[config.mk]
export PLATFORM = sky130hd
export DESIGN_NAME = vcs_front
export DESIGN_NICKNAME = d
export VERILOG_FILES = /design/src/rtl/core/vcs_pkg.sv /design/src/rtl/core/vcs_front.sv
export SDC_FILE = /design/constraint.sdc
export NUM_CORES = 2
export LEC_CHECK = 0
export BUFFER_PORTS_ARGS = -buffer_cell sky130_fd_sc_hd__buf_2
export CELL_PAD_IN_SITES_DETAIL_PLACEMENT = 1
export CELL_PAD_IN_SITES_GLOBAL_PLACEMENT = 2
export CORE_MARGIN = 2
export CORE_UTILIZATION = 40
export CTS_CLUSTER_SIZE = 16
export DETAILED_ROUTE_END_ITERATION = 7
export PLACE_DENSITY_LB_ADDON = 0.2
export SETUP_SLACK_MARGIN = 0.3
export SYNTH_ARGS = -nofsm -noshare
export SYNTH_HDL_FRONTEND = slang
export SYNTH_SLANG_ARGS = --single-unit
export TNS_END_PERCENT = 50
[constraint.sdc]
create_clock -name clock -period 9.5 [get_ports clock]
set_input_delay 0.475 -clock clock [delete_from_list [all_inputs] [get_ports clock]]
set_output_delay 0.475 -clock clock [all_outputs]
set_load 0.005 [all_outputs]
[src/rtl/core/vcs_pkg.sv]
// vcs_pkg: shared widths, queue entry type and status struct for the cosine similarity unit
// depends on: nothing
package vcs_pkg;

   localparam int ELEM_W     = 16;
   localparam int PROD_W     = 2 * ELEM_W;
   localparam int SQ_W       = PROD_W - 1;
   localparam int DOT_W      = 44;
   localparam int NORM_W     = 43;
   localparam int SIM_W      = 16;
   localparam int FIFO_DEPTH = 4;
   localparam int FIFO_AW    = 2;
   localparam int DIGIT_W    = 16;
   localparam int MP_W       = 3 * DIGIT_W;
   localparam int MUL_W      = 88;
   localparam int D2_W       = 2 * DOT_W - 1;
   localparam int PP_W       = 2 * NORM_W;
   localparam int QUO_W      = 32;
   localparam int ROOT_W     = QUO_W / 2;
   localparam int SREM_W     = ROOT_W + 2;

   // sums of one finished vector pair
   typedef struct packed {
      logic signed [DOT_W-1:0] dot;
      logic [NORM_W-1:0]       norm_a;
      logic [NORM_W-1:0]       norm_b;
   } vcs_sums_type;

   // queue status seen by the front and back
   typedef struct packed {
      logic not_empty;
      logic near_full;
   } vcs_fifo_stat_type;

endpackage

[src/rtl/core/vcs_front.sv]
// vcs_front: product stage and saturating accumulators, pushes sums on the last pair
// depends on: vcs_pkg
module vcs_front import vcs_pkg::*; (
   input  logic                     clock,
   input  logic                     reset,
   input  logic                     req_valid,
   output logic                     req_stall,
   input  logic signed [ELEM_W-1:0] req_elem_a,
   input  logic signed [ELEM_W-1:0] req_elem_b,
   input  logic                     req_last_elem,
   input  vcs_fifo_stat_type        fifo_stat,
   output logic                     push,
   output vcs_sums_type             sums
);

   logic                     accept;
   logic signed [PROD_W-1:0] ab_in, aa_in, bb_in;
   logic                     p_valid_ff, p_last_ff;
   logic signed [PROD_W-1:0] p_ab_ff;
   logic [SQ_W-1:0]          p_aa_ff, p_bb_ff;
   logic signed [DOT_W-1:0]  dot_ff, dot_in;
   logic [NORM_W-1:0]        na_ff, nb_ff, na_in, nb_in;
   logic signed [DOT_W:0]    dot_sum;
   logic [NORM_W:0]          na_sum, nb_sum;
   logic                     push_ff;
   vcs_sums_type             sums_ff;

   assign req_stall = fifo_stat.near_full;
   assign accept    = req_valid && !req_stall;

   // element products
   always_comb begin
      ab_in = req_elem_a * req_elem_b;
      aa_in = req_elem_a * req_elem_a;
      bb_in = req_elem_b * req_elem_b;
   end

   always_ff @(posedge clock) begin
      if (reset) begin
         p_valid_ff <= 1'b0;
      end else begin
         p_valid_ff <= accept;
      end
      if (accept) begin
         p_last_ff <= req_last_elem;
         p_ab_ff   <= ab_in;
         p_aa_ff   <= aa_in[SQ_W-1:0];
         p_bb_ff   <= bb_in[SQ_W-1:0];
      end
   end

   // saturating sums
   always_comb begin
      dot_sum = {dot_ff[DOT_W-1], dot_ff} + (DOT_W+1)'(p_ab_ff);
      if (dot_sum[DOT_W] != dot_sum[DOT_W-1]) begin
         dot_in = {dot_sum[DOT_W], {(DOT_W-1){~dot_sum[DOT_W]}}};
      end else begin
         dot_in = dot_sum[DOT_W-1:0];
      end
      na_sum = {1'b0, na_ff} + (NORM_W+1)'(p_aa_ff);
      nb_sum = {1'b0, nb_ff} + (NORM_W+1)'(p_bb_ff);
      na_in  = na_sum[NORM_W] ? {NORM_W{1'b1}} : na_sum[NORM_W-1:0];
      nb_in  = nb_sum[NORM_W] ? {NORM_W{1'b1}} : nb_sum[NORM_W-1:0];
   end

   // accumulators, cleared after each last pair
   always_ff @(posedge clock) begin
      if (reset) begin
         dot_ff  <= '0;
         na_ff   <= '0;
         nb_ff   <= '0;
         push_ff <= 1'b0;
      end else begin
         push_ff <= p_valid_ff && p_last_ff;
         if (p_valid_ff) begin
            if (p_last_ff) begin
               dot_ff <= '0;
               na_ff  <= '0;
               nb_ff  <= '0;
            end else begin
               dot_ff <= dot_in;
               na_ff  <= na_in;
               nb_ff  <= nb_in;
            end
         end
      end
      if (p_valid_ff && p_last_ff) begin
         sums_ff.dot    <= dot_in;
         sums_ff.norm_a <= na_in;
         sums_ff.norm_b <= nb_in;
      end
   end

   assign push = push_ff;
   assign sums = sums_ff;

endmodule

After elaboration in Yosys (flattened, before gate mapping)
Cells that the tools add are included.
Widths: inputs -> output; s select.
{ "word_totals": {"ram_bits": 0, "romBits": 0, "reg_bits": 357, "inputBits": 38, "n_memories": 0, "latchBits": 0, "out_inout_bits": 132, "wordCells": 29} }
{ "op_classes": {"n_mux": 6, "bitwise": 1, "reduce_logical": 3, "mul": 3, "eq_ne": 1, "n_div": 0, "order_cmp": 0, "shifts": 0, "add_sub_neg": 3} }
{ "op_table": {"columns": ["op", "n"], "rows": [
  ["$mux 43", 4],
  ["$add 43x31->44", 2],
  ["$mux 44", 2],
  ["$mul 16x16->31", 2],
  ["$add 44x32->45", 1],
  ["$mul 16x16->32", 1],
  ["$logic_and 1x1->1", 2],
  ["$logic_not 1->1", 1],
  ["$ne 1x1->1", 1],
  ["$not 1->1", 1]
]} }

Longest topological paths before layout
{ "depth": {"ltp_word": 4, "mapped_depth": 26, "depth_no_buf": 24} }

Worst setup path after synthesis
Ideal clock, no wire load.
{ "synth_path": {"kind": "input port to flip-flop", "from": "input req_elem_a[3]", "to": "register p_aa_ff[30], data pin", "slack_ns": 2.842, "t_arrival_ns": 6.391, "path_stages": 22, "n_path_buf": 2, "required_time_ns": 9.232, "setup_ns": 0.268, "cell_sequence": "clkbuf_1 -> clkbuf_1 -> nand2_1 -> fa_1 -> fa_1 -> fa_1 -> inv_1 -> fa_1 -> fa_1 -> inv_1 -> fa_1 -> inv_1 -> ha_1 -> a21oi_1 -> o21ai_0 -> a221oi_1 -> nand2_1 -> a41o_1 -> o31ai_1 -> o21ai_0 -> o41ai_1 -> xnor2_1"} }
{ "synth_between": {"elab_chain_cells": 1} }
{ "synth_lines": {"columns": ["element", "line_no", "text"], "rows": [
  ["from (decl)", "vcs_front.sv:8", "input logic signed [ELEM_W-1:0] req_elem_a,"],
  ["$mul 16x16->31", "vcs_front.sv:34", "aa_in = req_elem_a * req_elem_a;"],
  ["via aa_in[30]", "vcs_front.sv:17", "logic signed [PROD_W-1:0] ab_in, aa_in, bb_in;"],
  ["to (signal assigned)", "vcs_front.sv:47", "p_aa_ff <= aa_in[SQ_W-1:0];"],
  ["to (decl)", "vcs_front.sv:20", "logic [SQ_W-1:0] p_aa_ff, p_bb_ff;"]
]} }
The timed path passes the listed nets, and every way through them passes these cells.
A chain may end at the register's enable or synchronous reset.

Worst setup path after layout
{ "layout_path": {"from": "input req_elem_b[2]", "to": "register p_bb_ff[30], data pin"} }
{ "layout_between": {"elab_chain_cells": 1} }
{ "layout_lines": {"columns": ["element", "line_no", "text"], "rows": [
  ["from (decl)", "vcs_front.sv:9", "input logic signed [ELEM_W-1:0] req_elem_b,"],
  ["$mul 16x16->31", "vcs_front.sv:35", "bb_in = req_elem_b * req_elem_b;"],
  ["via bb_in[30]", "vcs_front.sv:17", null],
  ["to (signal assigned)", "vcs_front.sv:48", "p_bb_ff <= bb_in[SQ_W-1:0];"],
  ["to (decl)", "vcs_front.sv:20", null]
]} }
The timed path passes the listed nets, and every way through them passes these cells.

==> impl_metrics.yaml <==
clock_network:
  clockRootBuffer: "clkbuf_16"
  cts.sinks: 355
  cts_hold_buf: 0
  cts_repair_resize_count: 0
  clockBufferDepth: 3
  numCtsBuffers: 44
  cts_setup_buffers: 0
  cts-htree-levels: 2
  clk_pin_slew_ns: 0.06
  clkLatencyLatePin_ns: 0.58
  cts_tree: "built"
synth:
  ys_seq_elements: 355
  syn_inst: 4678
  yosys-mux-area-fraction: 0.00317
  synth_top_family_by_area: "adder cells"
  synth_fa_ha_area_frac: 0.422
  async_flop_share: 0
  yosysWarnings: 0
  synth.distinct_cells: 86
  syn-cell-area_sq_um: 44900
  synthXorXnorAreaFrac: 0.0427
  syn_area_per_cell_sq_um: 9.61
  synthSimpleGateAreaFrac: 0.114
  synth_ff_type: "edfxtp_1"
  synth_edf_count: 223
  yosysSeqAreaShare: 0.208
  syn_nets: 5798
  synth_compound_area_frac: 0.112
global_route:
  grt.overflow.total: 0
  grt_pass1_wl_um: 192000
  grt_use_total: 0.208
  antenna_found_initial: 5
  grt_pass1_vias: 35613
  grt_max_degree: 59
sta:
  finalHoldViolations: 0
  slew_headroom: 0.212
  worst_slack_ns: 2.24
  slew_violations: 0
  rsz0062_at_grt: "false"
  min_period_ns: 7.26
  finalSetupViolations: 0
  fmax_mhz: 138
  period_share: 0.764
  tightest_slew_ns: 1.16
  fin_tns_setup_ns: 0
  finalClockSkew_ns: 0.0157
worst_setup_path:
  crit_type: "in -> reg"
  crit_fanout: 28
  critical_path_arrival_ns: 7.57
  cp-end-kind: "flop"
  required_ns: 9.81
  startpoint_type: "input port"
floorplan:
  dieArea_sq_um: 115000
  die_h_um: 339
  die_w_um: 339
  rows: 122
  start_util: 0.404
  core_area_sq_um: 111000
  ios: 170
cells_and_area:
  finish.instance_area_sq_um: 48700
  drive_gt1_frac: 0.0708
  fillers: 12814
  multi_input_area_sq_um: 31200
  final_common_cell: "inv_1"
  syn_to_final_growth_pct: 8.29
  seqCellArea_sq_um: 9340
  layout.nets: 5874
  final_cell_mix: "inv_1, fa_1, nand2_1"
job:
  max_cap_violations: 0
routing:
  ant_nets: 0
  vias: 31947
  routed_via_density: 5.09
  first_pass_iters: 5
  wirelength_um: 116000
  wl_per_cell_um: 18.5
  drc: 0
  first_iter_violations: 1216
placed_design:
  dp_slack_ns: 1.60
  dpl-instance-area_sq_um: 47200
  port_buffers: 168
  routabilityCongestion: 0.843
  hpwl_um: 92600
min_path:
  hp-class: "in -> reg"
status:
  status: "finished, final reports clean"
cell families (layout without fill, tap and decap cells):
group / count (synthesis) / in the layout
AOI/OAI and AO/OA: 735 / 735
xor gates and xnor gates: 219 / 219
adders and majority gates: 1082 / 1082
buffers and inverters: 1163 / 1274
DFF: 355 / 355
muxes: 12 / 12
other: 0 / 3
and+or+nand+nor: 1112 / 1112
through the flow:
step           hold slack (ns)  std cells  utilization
2_1_floorplan            0.446       4678            -
3_3_place_gp             0.457       6196        0.425
3_5_place_dp             0.463       6196        0.425
4_1_cts                 0.0661       6277        0.438
5_1_grt                 0.0775       6279        0.438
6_report                0.0995       6280        0.438
final cells by class:
cell class / count / area share
Multi-Input combinational cell: 3160 / 0.641
Sequential cell: 355 / 0.192
Inverter: 991 / 0.0764
Tap cell: 1488 / 0.0383
Clock buffer: 59 / 0.0257
Timing Repair Buffer: 202 / 0.0225
Clock inverter: 22 / 0.00375
Antenna cell: 3 / 0.000154
worst max-delay path, cell delays in order:
cell and delay, ns:
buf_2 0.52, clkinv_1 0.28, buf_4 0.25, nor2_1 0.16, ha_1 0.28, xor2_1 0.19, fa_1 0.51, fa_1 0.53
inv_1 0.06, fa_1 0.50, fa_1 0.50, inv_1 0.05, fa_1 0.47, inv_1 0.04, ha_1 0.31, nand3_1 0.10
nor2_1 0.07, and4b_1 0.19, o311ai_0 0.68, a21oi_1 0.32, a221oi_1 0.44, a21oi_1 0.12, a21o_1 0.22, a31oi_1 0.20
xnor2_1 0.09
Yosys cell counts (6+ instances only):
master	instances	area, sq um
a2111oi_0	7	61.3
a211o_1	10	87.6
a211oi_1	24	180
a21o_1	83	623
a21oi_1	169	846
a22o_1	66	578
a311oi_1	6	52.6
a31o_2	13	114
a31oi_1	21	131
a41o_1	6	60.1
a41oi_1	7	61.3
and2_1	162	1010
and3_1	29	181
buf_1	6	22.5
buf_2	7	35.0
clkbuf_1	150	563
clkinv_1	6	22.5
dfxtp_1	132	2640
edfxtp_1	223	6700
fa_1	721	14400
ha_1	361	4520
inv_1	982	3690
mux2_2	8	90.1
nand2_1	479	1800
nand2b_1	30	188
nand3_1	26	130
nand4_1	22	138
nor2_1	243	912
nor2b_1	24	150
nor3_1	41	205
o211ai_1	56	420
o21a_1	34	255
o21ai_0	129	646
o21bai_1	28	210
o31ai_1	8	60.1
or2_2	18	113
or3_1	11	68.8
xnor2_1	155	1360
xor2_1	64	561
sequential cells by signal, indices dropped and copies added, names as in the netlist:
register	count
p_aa_ff	30
p_valid_ff	1
p_bb_ff	30
p_ab_ff	32
p_last_ff	1
nb_ff	43
dot_ff	44
sums	130
na_ff	43
push	1
worst paths after layout:
kind                                    start     endpoint  slack [ns]  depth (start not counted)
worst max-delay path            req_elem_b[2]  p_bb_ff[30]        2.24                         25
worst min-delay path            req_last_elem    p_last_ff         0.1                          1
worst max register to register     p_bb_ff[2]    nb_ff[30]        4.32                         11
worst min register to register     dot_ff[20]   dot_ff[20]        0.48                          2
layer usage:
layer / wire length (um) / vias to the layer above / global-route usage
met3: 3040 / 112 / 0.0188
met5: 38 / - / 0
met4: 2200 / 6 / 0.0445
met2: 57900 / 356 / 0.365
met1: 53300 / 16428 / 0.279
li1: - / 15045 / -
Power is not shown: default switching activity piles up to over one toggle a cycle in this logic, so the estimate is an artifact.
