==> src/rtl/core/vcs_pkg.sv <==
// vcs_pkg: shared widths, queue entry type and status struct for the cosine similarity unit
// depends on: nothing
package vcs_pkg;

   localparam int ELEM_W     = 16;
   localparam int PROD_W     = 2 * ELEM_W;
   localparam int SQ_W       = PROD_W - 1;
   localparam int DOT_W      = 44;
   localparam int NORM_W     = 43;
   localparam int SIM_W      = 16;
   localparam int FIFO_DEPTH = 4;
   localparam int FIFO_AW    = 2;
   localparam int DIGIT_W    = 16;
   localparam int MP_W       = 3 * DIGIT_W;
   localparam int MUL_W      = 88;
   localparam int D2_W       = 2 * DOT_W - 1;
   localparam int PP_W       = 2 * NORM_W;
   localparam int QUO_W      = 32;
   localparam int ROOT_W     = QUO_W / 2;
   localparam int SREM_W     = ROOT_W + 2;

   // sums of one finished vector pair
   typedef struct packed {
      logic signed [DOT_W-1:0] dot;
      logic [NORM_W-1:0]       norm_a;
      logic [NORM_W-1:0]       norm_b;
   } vcs_sums_type;

   // queue status seen by the front and back
   typedef struct packed {
      logic not_empty;
      logic near_full;
   } vcs_fifo_stat_type;

endpackage

==> src/rtl/core/vcs_back.sv <==
// vcs_back: sequencer for the squared dot, norm product, division and root that forms the similarity
// depends on: vcs_pkg
module vcs_back import vcs_pkg::*; (
   input  logic                    clock,
   input  logic                    reset,
   input  vcs_fifo_stat_type       fifo_stat,
   input  vcs_sums_type            head,
   output logic                    pop,
   output logic                    rsp_valid,
   input  logic                    rsp_stall,
   output logic signed [SIM_W-1:0] rsp_similarity,
   output logic                    rsp_degenerate
);

   typedef enum logic [2:0] {
      S_IDLE, S_MUL, S_CMP, S_DIV, S_SQRT, S_FIN
   } state_type;

   state_type               state_ff;
   logic [DOT_W-1:0]        mag;
   logic [DOT_W-1:0]        mc_ff;
   logic [MP_W-1:0]         mp_ff;
   logic [MUL_W-1:0]        prod_ff, prod_in;
   logic                    phase_ff;
   logic [4:0]              cnt_ff;
   logic [NORM_W-1:0]       na_ff, nb_ff;
   logic [D2_W-1:0]         d2_ff;
   logic [PP_W-1:0]         pp_ff;
   logic [PP_W-1:0]         rem_ff;
   logic [PP_W:0]           rem2;
   logic                    div_ge;
   logic [QUO_W-1:0]        quo_ff;
   logic                    ovf_ff, neg_ff, degen_ff;
   logic [ROOT_W-1:0]       root_ff;
   logic [SREM_W-1:0]       srem_ff;
   logic [SREM_W+1:0]       s_sh, s_trial;
   logic                    s_ge;
   logic [ROOT_W-1:0]       k_mag;
   logic signed [SIM_W-1:0] sim_in;
   logic                    out_free;
   logic                    rsp_valid_ff, rsp_deg_ff;
   logic signed [SIM_W-1:0] rsp_sim_ff;

   assign out_free = !rsp_valid_ff || !rsp_stall;
   assign pop      = (state_ff == S_IDLE) && fifo_stat.not_empty;

   // datapath terms for the current step
   always_comb begin
      mag     = head.dot[DOT_W-1] ? DOT_W'(-head.dot) : DOT_W'(head.dot);
      prod_in = {prod_ff[MUL_W-DIGIT_W-1:0], {DIGIT_W{1'b0}}}
                + MUL_W'(mc_ff * mp_ff[MP_W-1 -: DIGIT_W]);
      rem2    = {rem_ff, 1'b0};
      div_ge  = rem2 >= {1'b0, pp_ff};
      s_sh    = {srem_ff, quo_ff[QUO_W-1 -: 2]};
      s_trial = {2'b00, root_ff, 2'b01};
      s_ge    = s_sh >= s_trial;
      // magnitude tops out at one, which is 32768 in Q1.15
      if (ovf_ff) begin
         k_mag = ROOT_W'(1) << (ROOT_W - 1);
      end else begin
         k_mag = ROOT_W'(({1'b0, root_ff} + (ROOT_W+1)'(1)) >> 1);
      end
      if (degen_ff) begin
         sim_in = '0;
      end else if (neg_ff) begin
         sim_in = SIM_W'(-k_mag);
      end else if (k_mag[ROOT_W-1]) begin
         sim_in = {1'b0, {(SIM_W-1){1'b1}}};
      end else begin
         sim_in = SIM_W'(k_mag);
      end
   end

   // sequencer and output register
   always_ff @(posedge clock) begin
      if (reset) begin
         state_ff     <= S_IDLE;
         rsp_valid_ff <= 1'b0;
      end else begin
         if (rsp_valid_ff && !rsp_stall && (state_ff != S_FIN)) begin
            rsp_valid_ff <= 1'b0;
         end
         unique case (state_ff)
            S_IDLE: begin
               if (fifo_stat.not_empty) begin
                  mc_ff    <= mag;
                  mp_ff    <= MP_W'(mag);
                  prod_ff  <= '0;
                  phase_ff <= 1'b0;
                  cnt_ff   <= '0;
                  na_ff    <= head.norm_a;
                  nb_ff    <= head.norm_b;
                  neg_ff   <= head.dot[DOT_W-1];
                  ovf_ff   <= 1'b0;
                  degen_ff <= (head.norm_a == '0) || (head.norm_b == '0);
                  if ((head.norm_a == '0) || (head.norm_b == '0)) begin
                     state_ff <= S_FIN;
                  end else begin
                     state_ff <= S_MUL;
                  end
               end
            end
            S_MUL: begin
               if (cnt_ff == 5'd2) begin
                  cnt_ff <= '0;
                  if (!phase_ff) begin
                     d2_ff    <= prod_in[D2_W-1:0];
                     mc_ff    <= DOT_W'(na_ff);
                     mp_ff    <= MP_W'(nb_ff);
                     prod_ff  <= '0;
                     phase_ff <= 1'b1;
                  end else begin
                     pp_ff    <= prod_in[PP_W-1:0];
                     state_ff <= S_CMP;
                  end
               end else begin
                  prod_ff <= prod_in;
                  mp_ff   <= mp_ff << DIGIT_W;
                  cnt_ff  <= cnt_ff + 5'd1;
               end
            end
            S_CMP: begin
               rem_ff <= d2_ff[PP_W-1:0];
               quo_ff <= '0;
               cnt_ff <= '0;
               if (d2_ff >= {1'b0, pp_ff}) begin
                  ovf_ff   <= 1'b1;
                  state_ff <= S_FIN;
               end else begin
                  state_ff <= S_DIV;
               end
            end
            S_DIV: begin
               rem_ff <= div_ge ? PP_W'(rem2 - {1'b0, pp_ff}) : rem2[PP_W-1:0];
               quo_ff <= {quo_ff[QUO_W-2:0], div_ge};
               if (cnt_ff == 5'(QUO_W - 1)) begin
                  cnt_ff   <= '0;
                  root_ff  <= '0;
                  srem_ff  <= '0;
                  state_ff <= S_SQRT;
               end else begin
                  cnt_ff <= cnt_ff + 5'd1;
               end
            end
            S_SQRT: begin
               srem_ff <= s_ge ? SREM_W'(s_sh - s_trial) : s_sh[SREM_W-1:0];
               root_ff <= {root_ff[ROOT_W-2:0], s_ge};
               quo_ff  <= quo_ff << 2;
               cnt_ff  <= cnt_ff + 5'd1;
               if (cnt_ff == 5'(ROOT_W - 1)) begin
                  state_ff <= S_FIN;
               end
            end
            S_FIN: begin
               if (out_free) begin
                  rsp_valid_ff <= 1'b1;
                  rsp_sim_ff   <= sim_in;
                  rsp_deg_ff   <= degen_ff;
                  state_ff     <= S_IDLE;
               end
            end
            default: begin
               state_ff <= S_IDLE;
            end
         endcase
      end
   end

   assign rsp_valid      = rsp_valid_ff;
   assign rsp_similarity = rsp_sim_ff;
   assign rsp_degenerate = rsp_deg_ff;

endmodule

==> config.mk <==
export PLATFORM = sky130hd
export DESIGN_NAME = vcs_back
export DESIGN_NICKNAME = d
export VERILOG_FILES = /design/src/rtl/core/vcs_pkg.sv /design/src/rtl/core/vcs_back.sv
export SDC_FILE = /design/constraint.sdc
export NUM_CORES = 2
export LEC_CHECK = 0
export BUFFER_PORTS_ARGS = -buffer_cell sky130_fd_sc_hd__buf_2
export CAP_MARGIN = 20
export CORE_MARGIN = 2
export CORE_UTILIZATION = 45
export CTS_CLUSTER_DIAMETER = 50
export DETAILED_ROUTE_END_ITERATION = 8
export SYNTH_ARGS = -nofsm -noshare
export SYNTH_HDL_FRONTEND = slang
export SYNTH_SLANG_ARGS = --single-unit
==> constraint.sdc <==
create_clock -name clock -period 31.1 [get_ports clock]
set_clock_uncertainty 0.15 [all_clocks]
set_input_delay 1.555 -clock clock [delete_from_list [all_inputs] [get_ports clock]]
set_output_delay 1.555 -clock clock [all_outputs]
set_load 0.01 [all_outputs]
# Word-level counts from Yosys, hierarchy flattened
# Index checks and enable logic that the tools add are counted.
# Widths: inputs -> output; s select.
[totals]
ramBits = 0
mem_bits_ro = 0
inputBits = 135
latchBits = 0
word_cells = 125
ff_bits = 604
memories = 0
[classes]
reduce_logical = 29
div_mod_pow = 0
multipliers = 1
magnitude_cmp = 3
n_bitwise = 2
addsub = 7
n_shift = 0
eq_ne = 18
mux = 45
[op_table]
columns = ["cell", "count"]
rows = [
  ["$mux 71", 3],
  ["$mux 44", 4],
  ["$ge 87x86->1", 2],
  ["$pmux 86 s2", 1],
  ["$mux 48", 3],
  ["$pmux 71 s2", 1],
  ["$pmux 32 s3", 1],
  ["$pmux 48 s2", 1],
  ["$pmux 44 s2", 1],
  ["$add 87x60->87", 1],
  ["$logic_not 43->1", 2],
  ["$mux 86", 1],
  ["$sub 86x86->86", 1],
  ["$mul 44x16->60", 1],
  ["$mux 16", 3],
  ["$neg 44->44", 1],
  ["$mux 18", 2],
  ["$pmux 18 s2", 1],
  ["$pmux 16 s2", 1],
  ["$pmux 5 s5", 1],
  ["$mux 3", 8],
  ["$ge 20x18->1", 1],
  ["$reduce_and 4->1", 5],
  ["$pmux 3 s6", 1],
  ["other kinds (28)", 58],
]

# Logic depth before layout (Yosys ltp)
[depth]
depth_word = 6
mapped_depth = 29
depth_no_buf = 25

# Worst setup path after synthesis
# Ideal clock, no wire load.
[synth_timing]
path_type = "input to register"
start = "in reset"
end = "reg mp_ff[0], enable pin"
n_path_buf = 0
t_required_ns = 30.139
setup_ns = 0.811
stages = 2
slack_ns = 19.235
arrival_ns = 10.904
cell_sequence = "or3_1 -> a311oi_1"
[synth_via]
elab_chain_cells = 2
[synth_rtl]
columns = ["item", "line_no", "source"]
rows = [
  ["start: declaration", "vcs_back.sv:5", "input logic reset,"],
  ["$not 1->1 (no line)", "-", ""],
  ["$reduce_and 4->1 (no line)", "-", ""],
  ["end signal: assignment", "vcs_back.sv:87", "mp_ff <= MP_W'(mag);"],
  ["end signal: assignment", "vcs_back.sv:109", "mp_ff <= MP_W'(nb_ff);"],
  ["end signal: assignment", "vcs_back.sv:118", "mp_ff <= mp_ff << DIGIT_W;"],
  ["end: declaration", "vcs_back.sv:22", "logic [MP_W-1:0] mp_ff;"],
]
# Every way passes these cells.
# A chain may end at the register's enable or synchronous reset.

# Worst setup path in the final report
[layout_timing]
start = "reg mp_ff[40]"
end = "reg prod_ff[59], data pin"
[layout_via]
elab_chain_cells = 4
[layout_rtl]
columns = ["item", "line_no", "source"]
rows = [
  ["$mul 44x16->60", "vcs_back.sv:51", "+ MUL_W'(mc_ff * mp_ff[MP_W-1 -: DIGIT_W]);"],
  ["$add 87x60->87", "vcs_back.sv:51", ""],
  ["named net prod_in[59]", "vcs_back.sv:23", "logic [MUL_W-1:0] prod_ff, prod_in;"],
  ["$mux 71", "vcs_back.sv:104", "if (cnt_ff == 5'd2) begin"],
  ["$pmux 71 s2", "vcs_back.sv:83", "unique case (state_ff)"],
  ["end signal: assignment", "vcs_back.sv:117", "prod_ff <= prod_in;"],
  ["end: declaration", "vcs_back.sv:23", ""],
]
# The timed path passes the listed nets, and every way through them passes these cells.

==> run metrics <==
Worst-Skew Late Latency 0.71 ns; I/O pins 154; clock-pin slew on the worst setup and hold paths 0.06 ns; GR peak layer met2; Detailed Route WL 149000 um; vias per cell 5.444; largest net degree at the start of global routing 120; worst min-delay path class reg2reg; TritonCTS Buffers 84; number of routed nets with antenna violations 0; Hold Buf Count CTS 0; WS Path Type reg2reg; Crit. End Element flip-flop; vias in the first global route 43354; Yosys top cell area share 31.64%; post-synthesis register bit count 604; Synth Flop Type edfxtp_1; DRC Markers 0; Synth warnings 0; number of H-tree levels 3; EDFF count, synth 600; Max Cap Viol 0; nets 6978; Post-Syn Instances 5854; clock root buffer clkbuf_16; Vias 41259; Pre-antenna DRT Iters 5; TritonCTS clock tree done; most common cell after layout, fill and taps aside inv_1; setup repair bufs after CTS 0; Fillers 11742; synth top area cells edfxtp_1 32%, fa_1 22%, ha_1 7.6%, inv_1 6.3%, nand2_1 5.5%; syn nets 6965; CP required 31.51 ns; Die W 359.7 um; Post-synth ARST share 0%; Starting Density 45.34%; Fin. Hold Viols 0; R2R depth 23; Final Slew Violations 0; Die H 359.7 um; setup_tns 0 ns; DRT iter0 DRCs 3031; Core Footprint 125600 um^2; Post-Syn Area 56940 um^2; layout cells sized above 1 6.242%; Distinct cells, synth 82; Setup violations, final 0; RSZ-0062 raised after global routing no; die area 129400 um^2; slowest stage delay, CP 0.87 ns; Critical Path Start Type flip-flop; r2r endpoint prod_ff[59]; Critical Path AT 8.77 ns; top achievable clock speed 119.6 MHz; Post-CTS Resized 0; clock net sink count 604; total gr overflow 0; # rows 130; average wire per standard cell 19.66 um; largest area contributor in the synthesized netlist edfxtp_1; detailed placement HPWL 115300 um; initial antenna violation count 3; met1 Usage GRT 31.66%; Hold Path End rsp_valid; met3 Use GR 2.989%; CP dominant cell by count fa_1; deepest clock path buffer count 3; status completed; CP cell instances buf_4 -> nand2_1 -> fa_1 -> inv_1 -> fa_1 -> fa_1 -> fa_1 -> fa_1 -> inv_1 -> fa_1 -> inv_1 -> ha_1 -> a21oi_1 -> o21ai_0 -> nor2_1 -> o21a_1 -> o21ai_1 -> o2111ai_1 -> a21oi_1 -> o21ai_0 -> o221ai_1 -> xor2_1 -> and2_1; Max FO, Critical Path 30; R2R Setup Slk 22.74 ns; min Tclk post-route 8.364 ns; Avg Inst Size Synth 9.726 um^2; HP Start rsp_valid; family with the most delay on the worst path adder cells; first-pass GRT wire length 239000 um; port bufs 152; Slew headroom 28.73%; GRT Total Usage 23.34%; Tightest Pin Transition 1.069 ns; FF-to-FF Start mp_ff[40]; Tcrit/Tclk final 26.89%; Hold Path Stages 2; RePlAce Congestion 0.9063; crit path buf inv count 4; synth-to-layout area growth 8.689%; GR met2 Demand/Resource 38.97%; most frequent cells in the layout 962 x inv_1, 834 x nand2_1, 631 x fa_1; Seq/Total Area, Yosys 31.79%; Worst path slowest cell edfxtp_1
[metrics by stage]
| step | utilization (%) | setup WS (ns) | hold slack, ns | instances | area, um^2 |
|---|---|---|---|---|---|
| after floorplan | - | 19.24 | 0.2744 | 5854 | 56940 |
| after global placement | 47.06 | 22.84 | 0.3423 | 7428 | 59100 |
| after detailed placement | 47.07 | 22.79 | 0.3423 | 7429 | 59110 |
| after CTS | 49.26 | 22.74 | 0.3625 | 7576 | 61860 |
| after global routing | 49.28 | 22.32 | 0.3930 | 7579 | 61880 |
| final | 49.28 | 22.74 | 0.3591 | 7579 | 61880 |
[registers in the layout (all words and copies together) (netlist names), 43 cells and up]
register and cells:
rem_ff 86, prod_ff 71, d2_ff 87, mp_ff 48, pp_ff 86, na_ff 43
mc_ff 44, nb_ff 43
[area by class of cell]
cell class	instances	area, um^2	share of cell area (%)
Multi-Input combinational cell	4020	34260	55.36
Timing Repair Buffer	194	1096	1.771
Clock inverter	51	584.3	0.9442
Inverter	963	3615	5.841
Sequential cell	604	18100	29.24
Clock buffer	96	2168	3.504
Tap cell	1650	2064	3.336
Antenna cell	1	2.502	0.004044
[tightest hold or removal path, stage by stage, from the launching register on]
cell	delay, ns
dfxtp_1	0.32
nand2_1	0.08
a21oi_1	0.06
[synth_stat cells, types with 28 or more instances]
cell type  number
o21ai_1        34
nor3_1         65
and3_1         74
fa_1          631
a21o_1        133
nor4_1         34
clkbuf_1      240
and2_1        291
a22o_1         29
nand2_1       834
a21oi_1       298
inv_1         962
o21ai_0       209
a211oi_1       32
nand4_1        65
mux2i_1        78
nor2_1        234
nand3_1        55
xor2_1        109
edfxtp_1      600
xnor2_1       129
ha_1          345
or3_1          28
o21bai_1       29
[kinds of logic after synthesis]
group	share of synthesized area, %
multiplexers	1.391
XOR/XNOR	3.661
AND/OR/NAND/NOR	14.76
AO/OA/AOI/OAI	10.39
flip-flops	31.79
buffers and inverters	8.243
adder cells (fa/ha/maj)	29.77
[per-layer routing]
| layer | vias to the layer above | routed length [um] |
|---|---|---|
| met5 | - | 0 |
| met4 | 0 | 4441 |
| met3 | 252 | 7558 |
| met2 | 1099 | 70400 |
| met1 | 20632 | 66590 |
| li1 | 19276 | - |
[worst max-delay path by stage]
stage	from	end	slack, ns	cells after the start
after floorplan	reset	mp_ff[0]	19.24	2
after global placement	mp_ff[40]	prod_ff[59]	22.84	23
after detailed placement	mp_ff[40]	prod_ff[59]	22.79	23
after CTS	mp_ff[40]	prod_ff[59]	22.74	23
after global routing	mp_ff[40]	prod_ff[70]	22.32	24
final	mp_ff[40]	prod_ff[59]	22.74	23
Power is left out: the tool's default activity adds up to more than one toggle a clock period on the data nets, which glitch-free logic cannot reach.
