## config.mk

```make
export PLATFORM = sky130hd
export DESIGN_NAME = vcs_fifo
export DESIGN_NICKNAME = d
export VERILOG_FILES = /design/src/rtl/core/vcs_pkg.sv /design/src/rtl/core/vcs_fifo.sv
export SDC_FILE = /design/constraint.sdc
export NUM_CORES = 1
export LEC_CHECK = 0
export BUFFER_PORTS_ARGS = -buffer_cell sky130_fd_sc_hd__buf_4
export CORE_MARGIN = 8
export CORE_UTILIZATION = 32
export CTS_CLUSTER_SIZE = 10
export DETAILED_ROUTE_END_ITERATION = 6
export GPL_TIMING_DRIVEN = 0
export SKIP_LAST_GASP = 1
export SYNTH_ARGS = -nofsm -noshare
export SYNTH_HDL_FRONTEND = slang
export SYNTH_SLANG_ARGS = --single-unit
export TNS_END_PERCENT = 50
```

## constraint.sdc

```tcl
create_clock -name clock -period 5.4 [get_ports clock]
set_clock_uncertainty 0.2 [all_clocks]
set_input_delay 0.54 -clock clock [delete_from_list [all_inputs] [get_ports clock]]
set_output_delay 0.54 -clock clock [all_outputs]
set_load 0.01 [all_outputs]
```

## src/rtl/core/vcs_pkg.sv

```systemverilog
// vcs_pkg: shared widths, queue entry type and status struct for the cosine similarity unit
// depends on: nothing
package vcs_pkg;

   localparam int ELEM_W     = 16;
   localparam int PROD_W     = 2 * ELEM_W;
   localparam int SQ_W       = PROD_W - 1;
   localparam int DOT_W      = 44;
   localparam int NORM_W     = 43;
   localparam int SIM_W      = 16;
   localparam int FIFO_DEPTH = 4;
   localparam int FIFO_AW    = 2;
   localparam int DIGIT_W    = 16;
   localparam int MP_W       = 3 * DIGIT_W;
   localparam int MUL_W      = 88;
   localparam int D2_W       = 2 * DOT_W - 1;
   localparam int PP_W       = 2 * NORM_W;
   localparam int QUO_W      = 32;
   localparam int ROOT_W     = QUO_W / 2;
   localparam int SREM_W     = ROOT_W + 2;

   // sums of one finished vector pair
   typedef struct packed {
      logic signed [DOT_W-1:0] dot;
      logic [NORM_W-1:0]       norm_a;
      logic [NORM_W-1:0]       norm_b;
   } vcs_sums_type;

   // queue status seen by the front and back
   typedef struct packed {
      logic not_empty;
      logic near_full;
   } vcs_fifo_stat_type;

endpackage

```

## src/rtl/core/vcs_fifo.sv

```systemverilog
// vcs_fifo: short queue of finished sums between front and back
// depends on: vcs_pkg
module vcs_fifo import vcs_pkg::*; (
   input  logic              clock,
   input  logic              reset,
   input  logic              push,
   input  vcs_sums_type      push_data,
   input  logic              pop,
   output vcs_sums_type      head,
   output vcs_fifo_stat_type stat
);

   vcs_sums_type       mem_ff [FIFO_DEPTH];
   logic [FIFO_AW-1:0] wr_ptr_ff, rd_ptr_ff;
   logic [FIFO_AW:0]   count_ff;

   // pointers and fill count
   always_ff @(posedge clock) begin
      if (reset) begin
         wr_ptr_ff <= '0;
         rd_ptr_ff <= '0;
         count_ff  <= '0;
      end else begin
         if (push) begin
            wr_ptr_ff <= wr_ptr_ff + 1'b1;
         end
         if (pop) begin
            rd_ptr_ff <= rd_ptr_ff + 1'b1;
         end
         count_ff <= count_ff + (FIFO_AW+1)'(push) - (FIFO_AW+1)'(pop);
      end
      if (push) begin
         mem_ff[wr_ptr_ff] <= push_data;
      end
   end

   assign head           = mem_ff[rd_ptr_ff];
   assign stat.not_empty = (count_ff != '0);
   assign stat.near_full = (count_ff >= (FIFO_AW+1)'(FIFO_DEPTH - 2));

endmodule

```

Word-level counts from Yosys, hierarchy flattened
Memories as Yosys holds them, arrays and structs flattened. A register that Yosys moved wholly into a read port is not among the register bits.
Cells that the tools add are included.
{"block": "totals", "register_bits": 7, "latchBits": 0, "ramBits": 520, "romBits": 0, "input_bits": 134, "output_inout_bits": 132, "wordCells": 14, "mem_count": 1}
{"block": "op_classes", "n_addsub": 4, "mul": 0, "div": 0, "magnitude_cmp": 1, "n_eq_ne": 0, "shift": 0, "n_mux": 4, "n_bitwise": 0, "n_reduce_logical": 1}
{"name": "mem_ff", "depth": 4, "word_bits": 130, "read_ports": 1, "rd_ports_with_merged_regs": 1, "wr": 1, "line": "vcs_fifo.sv:13", "text": "vcs_sums_type mem_ff [FIFO_DEPTH];"}
{"cell": "$add 2x1->2 const B", "count": 2}
{"cell": "$mux 2", "count": 2}
{"cell": "$add 3x1->3", "count": 1}
{"cell": "$ge 3x2->1 const B", "count": 1}
{"cell": "$reduce_bool 3->1", "count": 1}
{"cell": "$sub 3x1->3", "count": 1}
{"cell": "$mux 1", "count": 2}

Logic depth before layout (Yosys ltp)
Gate-level depths: netlist (run 1).
{"block": "depth", "ltp_word": 3, "mapped_depth": 8, "mapped_depth_nobuf": 8}

Worst setup path before layout (run 1)
OpenSTA, ideal clock, no wires.
{"block": "synth_path", "kind": "flip-flop to flip-flop", "from": "reg wr_ptr_ff[0]", "to": "mem mem_ff[0][0] in the netlist's numbering, enable pin", "setup_time_ns": 0.504, "arrival_ns": 3.525, "required_time_ns": 4.696, "slack_ns": 1.171, "path_stages_with_launch": 4, "n_path_buf": 0, "synth_period_minus_slack_ns": 4.229, "path_cell_list": "dfxtp_1 inv_1 ha_1 and2_1"}
{"item": "from (decl)", "line": "vcs_fifo.sv:14", "text": "logic [FIFO_AW-1:0] wr_ptr_ff, rd_ptr_ff;"}
{"item": "from (signal assigned)", "line": "vcs_fifo.sv:25", "text": "wr_ptr_ff <= wr_ptr_ff + 1'b1;"}
{"item": "to (decl)", "line": "vcs_fifo.sv:13"}
No word-level cell before the write port.

==> metrics.md, run 1 <==
| Metric | Value |
|---|---|
| Min setup slack post-route | 1.830 ns |
| F_max | 0.2801 GHz |
| Max-slew headroom | 0.3269 |
| Maximum clock path buffer count | 3 |
| Detailed-route vias per instance | 4.572 |
| Router iterations before antenna repair | 4 |
| Fin. Hold Viols | 0 |
| Worst hold start | push |
| Count leader, synth | edfxtp_1 |
| Max Cap Viol | 0 |
| Req. time, crit path | 4.66 ns |
| PostCTS Resize Cnt | 0 |
| Critical path class | register to output pin |
| CORE AREA | 60020 um2 |
| Vias | 9125 |
| Clk sink count | 529 |
| Final setup viols | 0 |
| Share of the synthesized area in the top cell type | 0.8089 |
| Initial antenna violation count | 2 |
| Cell variety after synth | 22 |
| Die ar. | 68440 um2 |
| Mean area per synthesized cell | 26.66 um2 |
| Post-synth ARST share | 0 |
| Final GP Congestion | 0.6651 |
| Synth Warn # | 0 |
| Mapped Area | 19300 um2 |
| Post-synthesis adder-cell area fraction | 0.005574 |
| Worst-Margin Slew | 1.010 ns |
| Outcome | completed |
| H-tree depth | 2 |
| Layout net count | 1331 |
| FP Rows | 90 |
| Synth-to-Final Area Change | 32.44% |
| Post-synthesis mux area share | 0.1522 |
| Filler Cells Inserted | 5165 |
| Setup TNS | 0 ns |
| Global-route wire length before repair | 62520 um |
| Post-synth EDFFs | 520 |
| Worst path slowest cell | clkbuf_1 |
| Post-synthesis register bit count | 529 |
| RSZ-0062 raised after global routing | no |
| Final ANT Viol Nets | 0 |
| Gr usage total | 0.1205 |
| Largest net degree at the start of global routing | 55 |
| Max-slew violations | 0 |
| Critical path endpoint category | output pin |
| Starting Density | 0.3216 |
| DRT Wirelength | 41610 um |
| Vias in the first global route | 10333 |
| Largest family of logic cells by synthesized area | multiplexers |
| DRC viols | 0 |
| Synth Area in Compound Gates | 0.001167 |
| Synth Instances | 724 |
| Final instance area | 25570 um2 |
| Main synth FF type | edfxtp_1 |
| Min-Delay Path Class | input port to register |
| Crit-path cells | clkbuf_1 -> buf_2 -> mux4_2 -> buf_4 |
| Final Cycle Share | 0.6610 |
| Synthesized Nets | 866 |
| TritonCTS Buffers | 61 |
| Synth top area cells | edfxtp_1, mux4_2, buf_12, dfxtp_1, ha_1 |
| Iteration-0 DRC count of the detailed router | 544 |
| GRT Residual Overflow | 0 |
| WP data arrival | 2.83 ns |
| Minimum clock period | 3.570 ns |
| Clock transition at path regs | 0.06 ns |
| Skew-Pair Late Insertion Delay | 0.59 ns |
| Lkg Pwr | 8.631 nW |
| XOR/XNOR Fraction of Synth Area | 0.001361 |
| Crit-path max cell delay | 0.77 ns |
| Tot Pwr | 0.009615 W |
| Die height | 261.6 um |
| TritonCTS clock tree | yes |
| Wire per inst | 20.85 um |
| I/O Buffers | 264 |
| Top Ports | 266 |
| Fin util | 0.4260 |
| Worst setup SP type | register |
| Clock Tree Root | clkbuf_16 |
| Die W | 261.6 um |
| Hpwl dp | 26010 um |
| Maximum vdd drop | 0.2406 mV |
| Pre-CTS setup slack | 2.336 ns |
| Placed Area | 22500 um2 |
| Share of layout cells above drive strength 1 | 0.4142 |
| FF-to-FF Start | wr_ptr_ff[0] |
| Cell taking the most area after synthesis | edfxtp_1 |
| Post-Synth Simple-Gate Area | 0.003435 |
| Power Dens Cells | 376.1 nW/um2 |
| Worst-path maximum fanout | 10 |
| Sequential fraction of the synthesis area | 0.8182 |
| Synth top cells by count | edfxtp_1, mux4_2, buf_12 |
## timing repair
action | CTS | global route
buffers inserted | 0 | 0
hold buffers | 130 | 0
hold endpoints to repair | 520 | 0
## sequential cells by signal, indices dropped and copies added (netlist names), named ones only
signal     cells
wr_ptr_ff      2
count_ff       3
rd_ptr_ff      2
mem_ff       520
## final timing paths
check	to	slack (ns)	cells past startpoint
max	head[60]	1.83	4
min	wr_ptr_ff[1]	0.07	3
max reg2reg	mem_ff[2][67]	3.24	4
min reg2reg	register	0.35	2
## logic make-up (layout without fill, tap and decap cells)
group	after synthesis	after routing
flip-flops	529	529
AND/OR/NAND/NOR	13	13
XOR/XNOR	3	3
AO/OA/AOI/OAI	3	3
multiplexers	131	131
adder cells (fa/ha/maj)	8	8
other	0	2
buffers and inverters	37	525
## critical path, delay by kind of cell (launching register included)
family	cells	cell delay, ns
buffers and inverters	3	1.42
muxes	1	0.40
DFF	1	0.39
## through the flow
| step | hold slack (ns) | std cells |
|---|---|---|
| after floorplan | 0.2993 | 724 |
| after global placement | 0.3231 | 1770 |
| after detailed placement | 0.3383 | 1778 |
| after CTS | 0.007298 | 1994 |
| after global routing | 0.02913 | 1995 |
| final | 0.06913 | 1996 |
## final cells by class
class / count / area [um2] / share of cell area
sequential: 529 / 15800 / 0.6178
timing repair buffer: 402 / 3503 / 0.1370
multi-input combinational: 158 / 3171 / 0.1240
clock buffer: 79 / 1647 / 0.06440
tap: 782 / 978.4 / 0.03827
buffer: 30 / 322.8 / 0.01263
clock inverter: 7 / 118.9 / 0.004649
inverter: 7 / 26.28 / 0.001028
antenna: 2 / 5.005 / 0.0001958
## power breakdown
part           switching, W  total, W  internal, W
clock network       0.00148   0.00372      0.00223
logic              0.000536   0.00113     0.000597
registers         0.0000403   0.00476      0.00472
total               0.00206   0.00962      0.00756
## routing by layer
metal	track usage	up-vias	routed length, um
met5	0	-	13
met3	0.03360	75	2446
li1	-	4048	-
met1	0.1482	4792	17000
met4	0.03230	2	795
met2	0.2077	208	21360
## cells in the final DEF (no fill, tap or decap), types with 2 or more instances in the layout
| cell type | synthesis | final |
|---|---|---|
| and2_4 | 0 | 4 |
| buf_16 | 0 | 8 |
| ha_1 | 7 | 7 |
| inv_1 | 7 | 7 |
| clkbuf_1 | 2 | 17 |
| dfxtp_1 | 9 | 9 |
| buf_1 | 3 | 3 |
| edfxtp_1 | 520 | 520 |
| dlygate4sd3_1 | 0 | 130 |
| bufinv_16 | 0 | 3 |
| clkbuf_16 | 0 | 63 |
| xnor2_1 | 3 | 3 |
| nor2_1 | 6 | 6 |
| buf_4 | 3 | 267 |
| buf_12 | 11 | 11 |
| mux4_2 | 130 | 130 |
| buf_2 | 10 | 10 |
| diode_2 | 0 | 2 |
(Power assumes the default switching activity.)
==> run 2: changes to the inputs <==
==> constraint.sdc (replaced) <==
create_clock -name clock -period 3.4 [get_ports clock]
set_clock_uncertainty 0.2 [all_clocks]
set_input_delay 0.34 -clock clock [delete_from_list [all_inputs] [get_ports clock]]
set_output_delay 0.34 -clock clock [all_outputs]
set_load 0.01 [all_outputs]
==> metrics.md, run 2 (synthesized netlist as in run 1, its figures left out) <==
| Metric | Value |
|---|---|
| Die height | 261.6 um (unchanged) |
| Die ar. | 68440 um2 (unchanged) |
| Clk sink count | 529 (unchanged) |
| Largest net degree at the start of global routing | 51 (-7.3%) |
| Switching Share | 0.2181 (+0.004086) |
| Clock Tree Root | clkbuf_16 |
| H-tree depth | 2 (unchanged) |
| DRT Wirelength | 42630 um (+2.5%) |
| Hold Crit Depth | 2 (-1) |
| Fin. Hold Viols | 0 (unchanged) |
| Max-slew headroom | 0.3652 (+0.03836) |
| Max reg flops | 520 (unchanged) |
| Worst setup SP type | register |
| Met3 Usage GRT | 0.03360 (unchanged) |
| Commonest non-fill, non-tap cell in the layout | edfxtp_1 |
| Req. time, crit path | 2.86 ns (-1.80 ns) |
| Global-route wire length before repair | 63800 um (+2.1%) |
| Starting Density | 0.3216 (unchanged) |
| Final setup viols | 0 (unchanged) |
| Hpwl dp | 26660 um (+2.5%) |
| Power Dens Cells | 592.4 nW/um2 (+58%) |
| Router iterations before antenna repair | 4 (unchanged) |
| Met1 Resource Use GR | 0.1528 (+0.004618) |
| F_max | 0.3503 GHz |
| Die W | 261.6 um (unchanged) |
| Share of layout cells above drive strength 1 | 0.4116 (-0.002618) |
| Gr usage total | 0.1235 (+0.003030) |
| Initial antenna violation count | 2 (unchanged) |
| Vias | 9219 (+1.0%) |
| Gate power share | 0.120 (+0.002) |
| Min setup slack post-route | 0.5454 ns (-1.285 ns) |
| Maximum vdd drop | 0.5163 mV (+110%) |
| Vias in the first global route | 10397 (+0.62%) |
| DRC viols | 0 (unchanged) |
| Max Cap Viol | 0 (unchanged) |
| Wire per inst | 21.21 um (+1.7%) |
| Switching pwr | 0.003311 W (+61%) |
| Top Ports | 266 (unchanged) |
| Most frequent cells in the layout | edfxtp_1, buf_4, dlygate4sd3_1, mux4_2, clkbuf_16 |
| TritonCTS Buffers | 61 (unchanged) |
| GRT Residual Overflow | 0 (unchanged) |
| Lkg Pwr | 8.650 nW (+0.22%) |
| CORE AREA | 60020 um2 (unchanged) |
| WP data arrival | 2.31 ns (-0.52 ns) |
| R2r worst-path depth | 5 (+1) |
| Most used routing layer | met2 |
| Biggest regs | mem_ff (520), count_ff (3) |
| Biggest register | mem_ff |
| Outcome | completed |
| I/O Buffers | 264 (unchanged) |
| Sequential share of power | 0.499 (+0.003) |
| Minimum clock period | 2.855 ns |
| Clock transition at path regs | 0.06 ns (about the same) |
| RSZ-0062 raised after global routing | no |
| Clock network fraction of total power | 0.382 (-0.005) |
| Setup Buffers After CTS | 0 (unchanged) |
| FP Rows | 90 (unchanged) |
| Detailed-route vias per instance | 4.587 (+0.33%) |
| Met2 Use GR | 0.2140 (+0.006252) |
| Int Pwr | 0.01187 W (+57%) |
| Final ANT Viol Nets | 0 (unchanged) |
| Min-Delay Path Class | input port to register |
| Critical path endpoint category | output pin |
| Skew-Pair Late Insertion Delay | 0.60 ns (about the same) |
| Pre-CTS setup slack | 0.5818 ns (-1.754 ns) |
| Worst-path maximum fanout | 10 (unchanged) |
| Max-slew violations | 0 (unchanged) |
| Layout net count | 1339 (+0.60%) |
| Final GP Congestion | 0.6983 (+5.0%) |
| Setup TNS | 0 ns (unchanged) |
| Iteration-0 DRC count of the detailed router | 575 (+5.7%) |
| Worst-Margin Slew | 0.9522 ns (-0.05754 ns) |
| Maximum clock path buffer count | 3 (unchanged) |
| Final Cycle Share | 0.8396 |
| TritonCTS clock tree | yes |
| Critical path class | register to output pin |
| Synth-to-Final Area Change | 32.72% |
==> run 2: cell types whose count changed in the layout (fill, tap and decap cells not counted), sizes merged <==
cell / before / now
clkbuf: 81 / 87
bufinv: 3 / 2
inv: 8 / 9
dlygate4sd3: 130 / 134
clkinv: 2 / 3
buf: 300 / 304
diode: 2 / 1
==> run 2: final timing paths <==
path / from / slack (ns) / end
setup / recovery: register / 0.55 / head[108]
hold / removal: push_data[1] / 0.29 / mem_ff[1][1]
setup reg to reg: wr_ptr_ff[0] / 1.26 / mem_ff[2][45]
hold reg to reg: rd_ptr_ff[1] / 0.35 / register
==> run 2: through the flow <==
stage	instance area [um2]	util	total power (W)	instances	hold slack, ns
2_1_floorplan	19310	-	0.008563	724	0.2389
3_3_place_gp	22270	0.3710	0.009418	1770	0.3227
5_1_grt	25620	0.4268	0.01578	2009	0.2388
6_report	25620	0.4269	0.01518	2010	0.2878
3_5_place_dp	22550	0.3758	0.009446	1782	0.3369
4_1_cts	25620	0.4268	0.01546	2009	0.2187
==> run 2: layer usage <==
layer	up-vias	routed length (um)
li1	4067	-
met1	4876	17590
met2	219	21900
met3	53	2405
met4	4	712
met5	-	23
==> run 2: repair_timing <==
action,in CTS,in global routing
setup endpoints to repair,72,0
resized for setup,1,0
hold buffers,134,0
hold endpoints to repair,530,0
==> run 2: final cells by class <==
class / count / area (um2)
tap: 782 / 978.4
clock buffer: 85 / 1617
multi-input combinational: 158 / 3171
inverter: 7 / 26.28
sequential: 529 / 15800
antenna: 1 / 2.502
fill: 5156 / 34400
buffer: 30 / 324.1
timing repair buffer: 410 / 3601
clock inverter: 8 / 106.4
==> run 2: power by group through the flow <==
stage | clock [W] | sequential, W | combinational, W
floorplan | 0 | 0.00770 | 0.000858
global placement | 0 | 0.00774 | 0.00168
detailed placement | 0 | 0.00770 | 0.00174
CTS | 0.00600 | 0.00757 | 0.00189
global route | 0.00622 | 0.00759 | 0.00197
finish | 0.00579 | 0.00757 | 0.00182
==> run 2: worst max-delay path, cell delays in order (launching register included) <==
cell and delay, ns:
dfxtp_1 0.36, clkbuf_2 0.39, buf_2 0.40, mux4_2 0.40, buf_4 0.17
==> run 3: changes to the inputs <==
--- a/config.mk
+++ b/config.mk
@@ -5,6 +5,7 @@
 export SDC_FILE = /design/constraint.sdc
 export NUM_CORES = 1
 export LEC_CHECK = 0
+export ABC_AREA = 1
 export BUFFER_PORTS_ARGS = -buffer_cell sky130_fd_sc_hd__buf_4
 export CORE_MARGIN = 8
 export CORE_UTILIZATION = 32
==> constraint.sdc (replaced) <==
create_clock -name clock -period 2.64 [get_ports clock]
set_clock_uncertainty 0.2 [all_clocks]
set_input_delay 0.264 -clock clock [delete_from_list [all_inputs] [get_ports clock]]
set_output_delay 0.264 -clock clock [all_outputs]
set_load 0.01 [all_outputs]
==> metrics.md, run 3 <==
| Metric | Value |
|---|---|
| Cell variety after synth | 17 (-23%) |
| Initial antenna violation count | 3 (+1) |
| Detailed-route vias per instance | 4.348 (-5.2%) |
| WP data arrival | 2.10 ns (-0.21 ns) |
| Biggest register | mem_ff |
| Outcome | completed |
| H-tree depth | 2 (unchanged) |
| Die W | 280.2 um (+7.1%) |
| Count leader, synth | nand2_1 |
| Max-slew headroom | 0.5283 (+0.1631) |
| Max reg flops | 520 (unchanged) |
| I/O Buffers | 265 (+0.38%) |
| Starting Density | 0.3211 (-0.0005576) |
| TritonCTS Buffers | 61 (unchanged) |
| Req. time, crit path | 2.18 ns (-0.68 ns) |
| Dpl cells | 3316 (+86%) |
| DRT Wirelength | 59000 um (+38%) |
| Lkg Pwr | 13.11 nW (+52%) |
| Share of the synthesized area in the top cell type | 0.6993 (-0.1096) |
| Largest net degree at the start of global routing | 34 (-33%) |
| Die ar. | 78490 um2 (+15%) |
| Register Area | 15800 um2 (about the same) |
| Mean area per synthesized cell | 10.66 um2 (-60%) |
| Die height | 280.2 um (+7.1%) |
| Main synth FF type | edfxtp_1 |
| Post-synth EDFFs | 520 (unchanged) |
| Max-slew violations | 0 (unchanged) |
| Filler Cells Inserted | 6478 (+26%) |
| Multi-input combinational cell area | 3970 um2 (+25%) |
| Maximum vdd drop | 0.4601 mV (-11%) |
| Vias | 15393 (+67%) |
| Iteration-0 DRC count of the detailed router | 909 (+58%) |
| RSZ-0062 raised after global routing | yes |
| Critical path class | register to output pin |
| Critical path endpoint category | output pin |
| Final Cycle Share | 0.9714 |
| Max Cap Viol | 0 (unchanged) |
| Biggest regs | mem_ff (520), count_ff (3) |
| Hpwl dp | 38040 um (+43%) |
| Synthesized Nets | 2237 (+160%) |
| FP Rows | 97 (+7.8%) |
| TritonCTS clock tree | yes |
| F_max | 0.3900 GHz |
| Skew-Pair Late Insertion Delay | 0.58 ns (-0.02 ns) |
| Final ANT Viol Nets | 0 (unchanged) |
| Final GP Congestion | 0.7178 (+2.8%) |
| Synth-to-Final Area Change | 29.79% |
| DRC viols | 0 (unchanged) |
| Layout net count | 2715 (+100%) |
| Gr usage total | 0.1473 (+0.02376) |
| Cell taking the most area after synthesis | edfxtp_1 |
| Maximum clock path buffer count | 3 (unchanged) |
| Synth Instances | 2095 (+190%) |
| Final setup viols | 0 (unchanged) |
| Synth top cells by count | nand2_1, inv_1, edfxtp_1 |
| Placed Area | 25850 um2 (+15%) |
| Min-Delay Path Class | input port to register |
| Synth top area cells | edfxtp_1, nand2_1, inv_1, nand3_1, buf_6 |
| Share of layout cells above drive strength 1 | 0.1691 (-0.2425) |
| Top Ports | 266 (unchanged) |
| Clk sink count | 529 (unchanged) |
| Sequential fraction of the synthesis area | 0.7074 (-0.1108) |
| Global-route wire length before repair | 89950 um (+41%) |
| Fin. Hold Viols | 0 (unchanged) |
| GRT Residual Overflow | 0 (unchanged) |
| Commonest non-fill, non-tap cell in the layout | nand2_1 |
| Clock transition at path regs | 0.05 ns (about the same) |
| CORE AREA | 69540 um2 (+16%) |
| Worst setup SP type | register |
| Minimum clock period | 2.564 ns |
| Final instance area | 28980 um2 (+13%) |
| Worst-path maximum fanout | 10 (unchanged) |
| Mapped Area | 22330 um2 (+16%) |
| Most frequent cells in the layout | nand2_1, inv_1, edfxtp_1, buf_4, nand3_1 |
| Router iterations before antenna repair | 5 (+1) |
| Synth Warn # | 0 (unchanged) |
| Post-synth ARST share | 0 (unchanged) |
| Power Dens Cells | 675.7 nW/um2 (+14%) |
| Vias in the first global route | 16085 (+55%) |
| Worst-Margin Slew | 0.7061 ns (-0.2461 ns) |
| Wire per inst | 16.67 um (-21%) |
| Clock Tree Root | clkbuf_16 |
| Post-synthesis register bit count | 529 (unchanged) |
| Layout Cells excl Fill | 3540 (+76%) |
[run 3: cell count changes after synthesis, sizes merged, moves of 3 or more]
cell / delta
and2: -4
inv: +530
buf: +46
nand3: +262
mux4: -130
nand2: +659
clkbuf: +10
nor2: +3
[run 3: where the power goes]
part	switching (W)	internal (W)
registers	0.0000795	0.00962
clock network	0.00304	0.00424
logic	0.00152	0.00109
total	0.00464	0.0149
[run 3: through the flow]
step / setup TNS [ns] / worst slack [ns] / power (W) / hold slack [ns] / utilization
finish: 0 / 0.07563 / 0.01958 / 0.2143 / 0.4167
floorplan: -248.67 / -0.4851 / 0.01104 / 0.1307 / -
CTS: -0.4352 / -0.04117 / 0.01984 / 0.1599 / 0.4154
detailed placement: 0 / 0.2576 / 0.01231 / 0.2563 / 0.3717
global route: -0.8728 / -0.05207 / 0.02040 / 0.1806 / 0.4167
global placement: -1290.18 / -2.531 / 0.01225 / 0.2479 / 0.3671
[run 3: final timing paths]
path | startpoint | cells past startpoint | endpoint | slack (ns)
worst max-delay path | register | 8 | head[13] | 0.08
worst min-delay path | reset | 3 | count_ff[0] | 0.21
worst max register to register | wr_ptr_ff[0] | 5 | mem_ff[3][77] | 0.26
worst min register to register | rd_ptr_ff[1] | 2 | rd_ptr_ff[1] | 0.31
[run 3: kinds of logic after synthesis]
logic type,Yosys count,synth area share
flops,529,0.7074
xor+xnor,1,0.0003923
buf+inv,623,0.1155
fa+ha+maj,8,0.004819
compound gates,3,0.0006722
simple gates,931,0.1712
[run 3: final cells by class]
| class | count | area share |
|---|---|---|
| Sequential cell | 529 | 0.5451 |
| Multi-Input combinational cell | 943 | 0.1370 |
| Timing Repair Buffer | 415 | 0.1260 |
| Inverter | 537 | 0.07016 |
| Clock buffer | 81 | 0.05526 |
| Tap cell | 940 | 0.04058 |
| Buffer | 86 | 0.02366 |
| Clock inverter | 5 | 0.001900 |
| Antenna cell | 4 | 0.0003454 |
[run 3: timing repair]
action                                  4_1_cts  5_1_grt
setup buffers                                 0        0
hold buffers                                134        0
gates resized for setup                      15       37
endpoints found under the hold margin       529        0
pin swaps                                     0        0
endpoints found under the setup margin      130      111
[run 3: critical path, stage by stage (launching register included)]
cell     delay, ns
dfxtp_1       0.29
buf_4         0.19
inv_4         0.17
buf_12        0.21
buf_6         0.18
nand2_1       0.06
nand3_1       0.07
nand2_1       0.14
buf_4         0.18
[run 3: routing by layer]
layer  routed length (um)  share of wire  GRT usage
met1                24360           0.41     0.1789
met2                29300           0.50     0.2576
met3                 3739          0.063    0.03217
met4                 1587          0.027    0.04934
met5                   12        0.00020          0
